## config.mk

```make
export PLATFORM = sky130hd
export DESIGN_NAME = at_command_line_parser
export DESIGN_NICKNAME = d
export VERILOG_FILES = /design/src/rtl/atclp_pkg.sv /design/src/rtl/at_command_line_parser.sv /design/src/rtl/atclp_cell.sv /design/src/rtl/atclp_line_chain.sv
export SDC_FILE = /design/constraint.sdc
export NUM_CORES = 2
export LEC_CHECK = 0
export BUFFER_PORTS_ARGS = -buffer_cell sky130_fd_sc_hd__clkbuf_2
export CAP_MARGIN = 20
export CORE_MARGIN = 2
export CORE_UTILIZATION = 30
export CTS_BUF_LIST = sky130_fd_sc_hd__clkbuf_8 sky130_fd_sc_hd__clkbuf_16
export DETAILED_ROUTE_END_ITERATION = 8
export MAX_ROUTING_LAYER = met4
export PLACE_DENSITY = 0.42
export SLEW_MARGIN = 20
export SYNTH_ARGS = -nofsm -noshare
export SYNTH_HDL_FRONTEND = slang
export SYNTH_HIERARCHICAL = 1
export SYNTH_SLANG_ARGS = --single-unit
```

## constraint.sdc

```tcl
create_clock -name clk -period 9.85 [get_ports clk]
set_input_delay 0.985 -clock clk [delete_from_list [all_inputs] [get_ports clk]]
set_output_delay 0.985 -clock clk [all_outputs]
set_load 0.02 [all_outputs]
```

## src/rtl/atclp_pkg.sv

```systemverilog
package atclp_pkg;

  localparam int MAX_CMDS_DEF = 16;
  localparam int NAME_MAX_DEF = 16;
  localparam int LINE_MAX_DEF = 64;

  // width used for position compares, holds LINE_MAX + a few
  localparam int CMP_W = 10;

  localparam logic [7:0] CH_CR = 8'h0D;
  localparam logic [7:0] CH_LF = 8'h0A;
  localparam logic [7:0] CH_A  = 8'h61;
  localparam logic [7:0] CH_T  = 8'h74;
  localparam logic [7:0] CH_EQ = 8'h3D;
  localparam logic [7:0] CH_QM = 8'h3F;
  localparam logic [7:0] CH_UA = 8'h41;
  localparam logic [7:0] CH_UZ = 8'h5A;
  localparam logic [7:0] CASE_OFS = 8'd32;

  localparam logic OP_CHAR = 1'b0;
  localparam logic OP_NAME = 1'b1;

  localparam logic [2:0] K_EXEC  = 3'd0;
  localparam logic [2:0] K_QUERY = 3'd1;
  localparam logic [2:0] K_TEST  = 3'd2;
  localparam logic [2:0] K_SET   = 3'd3;
  localparam logic [2:0] K_NOHIT = 3'd4;
  localparam logic [2:0] K_OVF   = 3'd5;

  typedef struct packed {
    logic       shift;
    logic       wr_en;
    logic [7:0] wr_data;
  } lc_ctl_t;

  typedef enum logic [5:0] {
    S_IDLE   = 6'b000001,
    S_PUT2   = 6'b000010,
    S_SCAN   = 6'b000100,
    S_DECIDE = 6'b001000,
    S_EMIT   = 6'b010000,
    S_RESULT = 6'b100000
  } state_t;

  function automatic logic [7:0] to_lower(input logic [7:0] b);
    logic [7:0] r;
    r = b;
    if (b >= CH_UA && b <= CH_UZ) r = b + CASE_OFS;
    return r;
  endfunction

endpackage

```

## src/rtl/at_command_line_parser.sv

```systemverilog
// AT command line parser.
// Input channel (in_valid/in_ready) takes one request per item: a received
// character (in_op 0) or a name-table byte write (in_op 1, in_entry,
// in_position). Characters collect in a ring of byte cells; CR LF ends a line.
// Config channel (cfg_valid/cfg_ready) writes active_commands, always ready.
// Output channel (out_valid/out_ready) gives the result of each line:
// execute, query, test, no match, overflow, or one set per argument byte.
// A lone CR followed by another character puts the CR, then that character
// from S_PUT2. At end of line the ring is rotated once per table entry
// tried, then rotated again up to the last argument byte for a set.
// in_ready is low while a line end is worked on.
// Reset clears the line state, name lengths and active_commands; line bytes
// and name bytes are not cleared. A stalled receiver holds the output
// register; the set walk and the result step wait, and a pending result
// never blocks a new character once the line is done.
module at_command_line_parser #(
  parameter int MAX_CMDS = atclp_pkg::MAX_CMDS_DEF,
  parameter int NAME_MAX = atclp_pkg::NAME_MAX_DEF,
  parameter int LINE_MAX = atclp_pkg::LINE_MAX_DEF
) (
  input  logic       clk,
  input  logic       rst_n,
  input  logic       in_valid,
  output logic       in_ready,
  input  logic       in_op,
  input  logic [7:0] in_char_byte,
  input  logic [3:0] in_entry,
  input  logic [3:0] in_position,
  input  logic       cfg_valid,
  output logic       cfg_ready,
  input  logic [4:0] cfg_data,
  output logic       out_valid,
  input  logic       out_ready,
  output logic [2:0] out_kind,
  output logic [3:0] out_cmd_index,
  output logic [7:0] out_arg_byte,
  output logic       out_has_arg,
  output logic       out_last
);

  localparam int NENT = (MAX_CMDS < 16) ? MAX_CMDS : 16;
  localparam int EIW  = (NENT > 1) ? $clog2(NENT) : 1;
  localparam int NPW  = $clog2(NAME_MAX);
  localparam int NAW  = $clog2(NENT * NAME_MAX);
  localparam int LW   = $clog2(LINE_MAX + 1);
  localparam int JW   = $clog2(LINE_MAX);
  localparam int CW   = atclp_pkg::CMP_W;

  atclp_pkg::state_t state_r, state_nxt;

  logic [4:0]    active_r;
  logic [LW-1:0] len_r, len_nxt;
  logic          pcr_r, pcr_nxt, eqs_r, eqs_nxt, pra_r, pra_nxt;
  logic          atf_r, atf_nxt, ovf_r, ovf_nxt;
  logic [7:0]    hold_r, hold_nxt;
  logic [4:0]    e_r, e_nxt;
  logic [JW-1:0] j_r, j_nxt;
  logic          ok_r, ok_nxt, neq_r, neq_nxt;
  logic [7:0]    bp_r, bp_nxt, bp1_r, bp1_nxt;
  logic [2:0]    rkind_r, rkind_nxt;
  logic [3:0]    ridx_r, ridx_nxt;

  logic [4:0]    nlen_r [NENT];
  logic [7:0]    ntab [NENT*NAME_MAX];
  logic [7:0]    nrd_r;
  logic [NAW-1:0] raddr, waddr;

  logic       out_valid_r, out_valid_nxt;
  logic [2:0] out_kind_r, out_kind_nxt;
  logic [3:0] out_idx_r, out_idx_nxt;
  logic [7:0] out_arg_r, out_arg_nxt;
  logic       out_has_r, out_has_nxt, out_last_r, out_last_nxt;

  atclp_pkg::lc_ctl_t lc;
  logic [7:0] head;

  logic       in_acc, slot_free, name_wr, put_en, line_done;
  logic [7:0] put_b, pb, lw;
  logic [4:0] nact, cur_len;
  logic [CW-1:0] jj, pp, ll, kidx;
  logic       in_cmp, fits, emit_byte;

  assign in_acc    = in_valid && in_ready;
  assign in_ready  = (state_r == atclp_pkg::S_IDLE);
  assign cfg_ready = 1'b1;
  assign slot_free = !out_valid_r || out_ready;
  assign nact      = (active_r < 5'(NENT)) ? active_r : 5'(NENT);

  assign name_wr = in_acc && in_op == atclp_pkg::OP_NAME &&
                   32'(in_entry) < MAX_CMDS && 32'(in_position) < NAME_MAX;
  assign waddr   = NAW'(in_entry) * NAW'(NAME_MAX) + NAW'(in_position);

  assign cur_len = nlen_r[e_r[EIW-1:0]];
  assign jj      = CW'(j_r);
  assign pp      = CW'(cur_len) + CW'(2);
  assign ll      = CW'(len_r);
  assign kidx    = jj - CW'(1);
  assign raddr   = NAW'(e_r[EIW-1:0]) * NAW'(NAME_MAX) + NAW'(kidx[NPW-1:0]);
  assign in_cmp  = jj >= CW'(2) && jj < pp;
  assign lw      = neq_r ? nrd_r : atclp_pkg::to_lower(nrd_r);
  assign fits    = ll >= pp && ok_r;
  assign emit_byte = jj >= pp + CW'(1) && jj < ll;

  // name table and lengths
  always_ff @(posedge clk) begin
    if (name_wr) ntab[waddr] <= in_char_byte;
    nrd_r <= ntab[raddr];
  end

  always_ff @(posedge clk) begin
    if (!rst_n) begin
      for (int i = 0; i < NENT; i++) nlen_r[i] <= '0;
    end else if (name_wr) begin
      nlen_r[in_entry[EIW-1:0]] <= 5'(in_position) + 5'd1;
    end
  end

  // put byte into the line
  always_comb begin
    pb = put_b;
    if (!eqs_r) pb = atclp_pkg::to_lower(put_b);
  end

  always_comb begin
    state_nxt = state_r;
    len_nxt = len_r; pcr_nxt = pcr_r; eqs_nxt = eqs_r; pra_nxt = pra_r;
    atf_nxt = atf_r; ovf_nxt = ovf_r; hold_nxt = hold_r;
    e_nxt = e_r; j_nxt = j_r; ok_nxt = ok_r; neq_nxt = neq_r;
    bp_nxt = bp_r; bp1_nxt = bp1_r; rkind_nxt = rkind_r; ridx_nxt = ridx_r;
    out_valid_nxt = out_valid_r && !out_ready;
    out_kind_nxt = out_kind_r; out_idx_nxt = out_idx_r; out_arg_nxt = out_arg_r;
    out_has_nxt = out_has_r; out_last_nxt = out_last_r;
    put_en = 1'b0; put_b = in_char_byte; line_done = 1'b0;
    lc.shift = 1'b0;

    case (state_r)
      atclp_pkg::S_IDLE: begin
        if (in_acc && in_op == atclp_pkg::OP_CHAR) begin
          if (!pcr_r) begin
            if (in_char_byte == atclp_pkg::CH_CR) pcr_nxt = 1'b1;
            else put_en = 1'b1;
          end else if (in_char_byte == atclp_pkg::CH_CR) begin
            put_en = 1'b1;
            put_b  = atclp_pkg::CH_CR;
          end else if (in_char_byte != atclp_pkg::CH_LF) begin
            put_en   = 1'b1;
            put_b    = atclp_pkg::CH_CR;
            hold_nxt = in_char_byte;
            pcr_nxt  = 1'b0;
            state_nxt = atclp_pkg::S_PUT2;
          end else if (ovf_r) begin
            rkind_nxt = atclp_pkg::K_OVF;
            ridx_nxt  = '0;
            state_nxt = atclp_pkg::S_RESULT;
          end else if (!atf_r || nact == 5'd0) begin
            rkind_nxt = atclp_pkg::K_NOHIT;
            ridx_nxt  = '0;
            state_nxt = atclp_pkg::S_RESULT;
          end else begin
            e_nxt = '0; j_nxt = '0; ok_nxt = 1'b1; neq_nxt = 1'b0;
            state_nxt = atclp_pkg::S_SCAN;
          end
        end
      end
      atclp_pkg::S_PUT2: begin
        put_en = 1'b1;
        put_b  = hold_r;
        state_nxt = atclp_pkg::S_IDLE;
      end
      atclp_pkg::S_SCAN: begin
        lc.shift = 1'b1;
        if (in_cmp) begin
          if (head != lw) ok_nxt = 1'b0;
          if (!neq_r && lw == atclp_pkg::CH_EQ) neq_nxt = 1'b1;
        end
        if (jj == pp) bp_nxt = head;
        if (jj == pp + CW'(1)) bp1_nxt = head;
        j_nxt = j_r + JW'(1);
        if (j_r == JW'(LINE_MAX - 1)) begin
          j_nxt = '0;
          state_nxt = atclp_pkg::S_DECIDE;
        end
      end
      atclp_pkg::S_DECIDE: begin
        ridx_nxt  = e_r[3:0];
        state_nxt = atclp_pkg::S_RESULT;
        if (fits && ll == pp) begin
          rkind_nxt = atclp_pkg::K_EXEC;
        end else if (fits && ll == pp + CW'(1) && bp_r == atclp_pkg::CH_QM) begin
          rkind_nxt = atclp_pkg::K_QUERY;
        end else if (fits && ll == pp + CW'(2) && bp_r == atclp_pkg::CH_EQ &&
                     bp1_r == atclp_pkg::CH_QM) begin
          rkind_nxt = atclp_pkg::K_TEST;
        end else if (fits && ll >= pp + CW'(2) && bp_r == atclp_pkg::CH_EQ) begin
          j_nxt = '0;
          state_nxt = atclp_pkg::S_EMIT;
        end else if (e_r + 5'd1 == nact) begin
          rkind_nxt = atclp_pkg::K_NOHIT;
          ridx_nxt  = '0;
        end else begin
          e_nxt = e_r + 5'd1;
          ok_nxt = 1'b1; neq_nxt = 1'b0;
          state_nxt = atclp_pkg::S_SCAN;
        end
      end
      atclp_pkg::S_EMIT: begin
        if (!emit_byte || slot_free) begin
          lc.shift = 1'b1;
          j_nxt = j_r + JW'(1);
          if (emit_byte) begin
            out_valid_nxt = 1'b1;
            out_kind_nxt  = atclp_pkg::K_SET;
            out_idx_nxt   = e_r[3:0];
            out_arg_nxt   = head;
            out_has_nxt   = 1'b1;
            out_last_nxt  = (jj + CW'(1) == ll);
            if (jj + CW'(1) == ll) begin
              line_done = 1'b1;
              state_nxt = atclp_pkg::S_IDLE;
            end
          end
        end
      end
      atclp_pkg::S_RESULT: begin
        if (slot_free) begin
          out_valid_nxt = 1'b1;
          out_kind_nxt  = rkind_r;
          out_idx_nxt   = ridx_r;
          out_arg_nxt   = '0;
          out_has_nxt   = 1'b0;
          out_last_nxt  = 1'b1;
          line_done = 1'b1;
          state_nxt = atclp_pkg::S_IDLE;
        end
      end
      default: state_nxt = atclp_pkg::S_IDLE;
    endcase

    lc.wr_en   = 1'b0;
    lc.wr_data = pb;
    if (put_en) begin
      if (len_r >= LW'(LINE_MAX)) begin
        ovf_nxt = 1'b1;
      end else begin
        if (!eqs_r && pb == atclp_pkg::CH_EQ) eqs_nxt = 1'b1;
        if (pra_r && pb == atclp_pkg::CH_T) atf_nxt = 1'b1;
        pra_nxt = (pb == atclp_pkg::CH_A);
        lc.wr_en = 1'b1;
        len_nxt  = len_r + LW'(1);
      end
    end
    if (line_done) begin
      len_nxt = '0; pcr_nxt = 1'b0; eqs_nxt = 1'b0; pra_nxt = 1'b0;
      atf_nxt = 1'b0; ovf_nxt = 1'b0;
    end
  end

  atclp_line_chain #(.LINE_MAX(LINE_MAX)) u_chain (
    .clk   (clk),
    .ctl   (lc),
    .wr_idx(len_r[JW-1:0]),
    .head  (head)
  );

  always_ff @(posedge clk) begin
    if (!rst_n) begin
      state_r <= atclp_pkg::S_IDLE;
      active_r <= '0;
      len_r <= '0; pcr_r <= 1'b0; eqs_r <= 1'b0; pra_r <= 1'b0;
      atf_r <= 1'b0; ovf_r <= 1'b0;
      e_r <= '0; j_r <= '0;
      out_valid_r <= 1'b0;
    end else begin
      state_r <= state_nxt;
      if (cfg_valid && cfg_ready) active_r <= cfg_data;
      len_r <= len_nxt; pcr_r <= pcr_nxt; eqs_r <= eqs_nxt; pra_r <= pra_nxt;
      atf_r <= atf_nxt; ovf_r <= ovf_nxt;
      e_r <= e_nxt; j_r <= j_nxt;
      out_valid_r <= out_valid_nxt;
    end
  end

  always_ff @(posedge clk) begin
    hold_r <= hold_nxt; ok_r <= ok_nxt; neq_r <= neq_nxt;
    bp_r <= bp_nxt; bp1_r <= bp1_nxt; rkind_r <= rkind_nxt; ridx_r <= ridx_nxt;
    out_kind_r <= out_kind_nxt; out_idx_r <= out_idx_nxt; out_arg_r <= out_arg_nxt;
    out_has_r <= out_has_nxt; out_last_r <= out_last_nxt;
  end

  assign out_valid     = out_valid_r;
  assign out_kind      = out_kind_r;
  assign out_cmd_index = out_idx_r;
  assign out_arg_byte  = out_arg_r;
  assign out_has_arg   = out_has_r;
  assign out_last      = out_last_r;

  a_scan_needs_at: assert property (@(posedge clk) disable iff (!rst_n)
    state_r == atclp_pkg::S_SCAN |-> atf_r && !ovf_r)
    else $error("table walk on a line without at");

  a_arg_only_set: assert property (@(posedge clk) disable iff (!rst_n)
    out_valid_r && out_has_r |-> out_kind_r == atclp_pkg::K_SET)
    else $error("argument byte on a non-set result");

  a_len_bound: assert property (@(posedge clk) disable iff (!rst_n)
    len_r <= LW'(LINE_MAX))
    else $error("line length beyond buffer");

  a_emit_ends_last: assert property (@(posedge clk) disable iff (!rst_n)
    state_r == atclp_pkg::S_EMIT && state_nxt == atclp_pkg::S_IDLE
    |=> out_valid_r && out_last_r)
    else $error("set stream ended without last");

endmodule

```

## src/rtl/atclp_cell.sv

```systemverilog
module atclp_cell (
  input  logic       clk,
  input  logic       ld,
  input  logic [7:0] din,
  input  logic       shift,
  input  logic [7:0] nbr,
  output logic [7:0] q
);

  logic [7:0] byte_r;

  always_ff @(posedge clk) begin
    if (ld) begin
      byte_r <= din;
    end else if (shift) begin
      byte_r <= nbr;
    end
  end

  assign q = byte_r;

endmodule

```

## src/rtl/atclp_line_chain.sv

```systemverilog
module atclp_line_chain #(
  parameter int LINE_MAX = atclp_pkg::LINE_MAX_DEF
) (
  input  logic                        clk,
  input  atclp_pkg::lc_ctl_t          ctl,
  input  logic [$clog2(LINE_MAX)-1:0] wr_idx,
  output logic [7:0]                  head
);

  logic [7:0] q [LINE_MAX];

  // ring: cell i takes cell i+1, last cell takes the head
  for (genvar i = 0; i < LINE_MAX; i++) begin : g_cell
    atclp_cell u_cell (
      .clk  (clk),
      .ld   (ctl.wr_en && (wr_idx == ($clog2(LINE_MAX))'(i))),
      .din  (ctl.wr_data),
      .shift(ctl.shift),
      .nbr  (q[(i + 1) % LINE_MAX]),
      .q    (q[i])
    );
  end

  assign head = q[0];

endmodule

```

==> flow_metrics.py <==
metrics = {
    "grt": {
        "grt_pass1_vias": 54990,
        "grt_pass1_wl_um": 433500,
        "grt_use_total": 0.1633,
        "grt_overflow": 0,
        "grt_max_degree": 168,
        "antenna_found_initial": 31,
    },
    "yosys": {
        "yosysTopAreaCell": "edfxtp_1",
        "async_flop_share": 0,
        "synth.distinct_cells": 91,
        "avgSynthCellArea_sq_um": 21.22,
        "netlist.area_leader.share": 0.7156,
        "synth-seq-cells": 2737,
        "syn_inst": 5320,
        "ys_top_cells_by_area": "edfxtp_1 72%, mux4_2 14%, mux2_4 6.8%",
        "synth_edf_count": 2690,
        "synth-main-ff-cell": "edfxtp_1",
        "synth-seq-area-share": 0.7239,
        "synth_area_sq_um": 112900,
        "synth_warnings": 6,
    },
    "routing": {
        "via_per_inst": 4.904,
        "drc": 0,
        "routed_wl_um": 306600,
        "drt_iter0_drc": 4710,
        "ant_nets": 0,
        "wl_per_cell_um": 28.60,
        "vias": 52590,
        "drt_first_pass_iters": 7,
    },
    "sta": {
        "finalCritPeriodShare": 0.6791,
        "fmaxAchievable_mhz": 149.5,
        "setup_tns_ps": 0,
        "setup-violations-final": 0,
        "worst_slew_pin_slew_ps": 1151,
        "slew_viol_final": 0,
        "final_hold_viol_count": 0,
        "worst_clock_skew_ps": 67.06,
        "min_period_ps": 6689,
        "slew_headroom": 0.2324,
        "rsz0062_at_grt": "false",
    },
    "worst_hold_path": {
        "hold_path_class": "in2reg",
    },
    "setup_path": {
        "path_class": "reg2reg",
        "start_kind": "flop",
        "critPathCaptureType": "flop",
        "crit_required_ps": 10410,
        "crit_fanout": 52,
        "crit_arrival_ps": 7250,
    },
    "power_and_ir_drop": {
        "power.leakage_nw": 39.72,
        "powerDensity_nw_per_um2": 189.9,
        "max-vdd-ir-drop_uv": 117.2,
    },
    "clocking": {
        "cts.sinks": 2737,
        "h-tree-depth": 5,
        "cts_inserted_buffers": 310,
        "cts_root_buffer": "clkbuf_16",
        "cts_hold_buf": 0,
        "cts_buffer_depth": 4,
        "cts_tree": "built",
        "cts.clk_slew.worst_paths_ps": 60,
        "clk_latency_ps": 910,
        "cts_setup_buffers": 0,
        "post_cts_resized": 0,
    },
    "cells_and_area": {
        "multi_input_area_sq_um": 29620,
        "fillerInstances": 35080,
        "final_cell_mix": "2,690 x edfxtp_1, 701 x mux4_2, 512 x mux2_4, 436 x nor2_1, 317 x clkbuf_16",
        "nNetsFinal": 5555,
        "layout_commonest_cell": "edfxtp_1",
        "fin_area_sq_um": 128700,
        "drive_gt1_frac": 0.3217,
        "area.growth.synth_to_final_pct": 14.02,
        "seqCellArea_sq_um": 81730,
    },
    "place": {
        "place_congestion": 0.7747,
        "port_buffers": 45,
        "dp_hpwl_um": 180700,
        "place_area_sq_um": 118900,
    },
    "die": {
        "ioPinCount": 47,
        "die_w_um": 617.4,
        "rows": 225,
        "start_util": 0.3010,
        "coreArea_sq_um": 375000,
        "design.die.area_sq_um": 381200,
        "dieHeight_um": 617.4,
    },
    "job": {
        "drv_cap": 0,
    },
    "status": {
        "status": "finished, final reports clean",
    },
}
==> worst max-delay path, stage by stage, from the launching register on <==
cell      delay [ps]
dfxtp_1          970
mux4_2           430
mux4_2           640
inv_1            170
ha_1             280
nand2b_1          80
o21ai_0          390
o21ai_0          250
o31ai_4          350
inv_1             80
ha_1             300
nand3_1          120
a31oi_1           70
a211oi_1         500
nor3_1           140
nand2_1          100
nand2_1           80
nand2_4          200
buf_4            690
or2_1            410
==> routing by layer <==
metal / up-vias / track usage / routed length, um
li1: 22180 / - / -
met5: - / - / 0
met1: 28700 / 0.2287 / 140400
met2: 1325 / 0.2539 / 144000
met4: 0 / 0.03457 / 6112
met3: 382 / 0.02306 / 16080
==> metrics by stage <==
stage / cells / util / setup WS [ps] / hold WS (ps) / total power [W]
finish: 10720 / 0.3432 / 3161 / 333.7 / 0.02444
global route: 10720 / 0.3432 / 2610 / 305.9 / 0.02520
CTS: 10710 / 0.3431 / 3089 / 254.2 / 0.02476
detailed placement: 10160 / 0.3172 / 3097 / 480.7 / 0.01354
global placement: 10160 / 0.3171 / 3035 / 460.2 / 0.01353
floorplan: 5321 / - / 1383 / 445.7 / 0.01319
==> layout make-up <==
cell class / count / area share
Sequential cell: 2737 / 0.6350
Multi-Input combinational cell: 2249 / 0.2301
Clock buffer: 317 / 0.06164
Tap cell: 4994 / 0.04855
Clock inverter: 233 / 0.01373
Timing Repair Buffer: 150 / 0.009770
Inverter: 36 / 0.001050
Antenna cell: 7 / 0.0001361
==> worst paths after layout <==
check / from / endpoint / slack [ps] / cells after the start
setup reg to reg: flop / u_chain/g_cell[32].u_cell/q[6]$_DFFE_PP_ / 3160 / 19
hold reg to reg: pra_r$_SDFFE_PP0P_ / pra_r$_SDFFE_PP0P_ / 490 / 2
hold / removal: cfg_data[1] / active_r[1]$_SDFFE_PN0P_ / 330 / 3
setup / recovery: flop / u_chain/g_cell[32].u_cell/q[6]$_DFFE_PP_ / 3160 / 19
==> flip-flops by register name (all words and copies together), names as in the netlist, 3 cells and up, named ones only <==
register                 count
ntab                      2048
u_chain/g_cell.u_cell/q    512
nlen_r                      80
bp1_r                        8
bp_r                         8
hold_r                       8
nrd_r                        8
out_arg_byte                 8
len_r                        7
j_r                          6
state_r                      6
active_r                     5
e_r                          5
out_cmd_index                4
ridx_r                       4
out_kind                     3
rkind_r                      3
==> cell usage after synthesis (18+ instances only) <==
cell type and n:
mux4_2 701, nand2_1 85, o21ai_0 19, dfxtp_1 47, buf_1 45, ha_1 44, nor2b_1 21, nand3_1 41
and2_1 18, xnor2_1 26, mux2_4 512, a21oi_1 31, nor3_1 19, inv_1 36, buf_6 66, clkbuf_1 179
nor2_1 442, or2_1 65, edfxtp_1 2690
==> where the power goes <==
group,switching (W),total (W),internal [W]
registers,0.0000228,0.0128,0.0128
logic,0.000387,0.000477,0.0000905
clock network,0.00473,0.0112,0.00643
==> kinds of logic after synthesis <==
kind of cell | Yosys count | synth area share
DFF | 2737 | 0.7239
muxes | 1239 | 0.2105
and+or+nand+nor | 802 | 0.03387
buffers and inverters | 335 | 0.01567
AOI/OAI and AO/OA | 121 | 0.007648
adders and majority gates | 44 | 0.004877
xor gates and xnor gates | 41 | 0.003425
other | 1 | 0.00003322
Note: power is estimated with default switching activity, not from simulation.
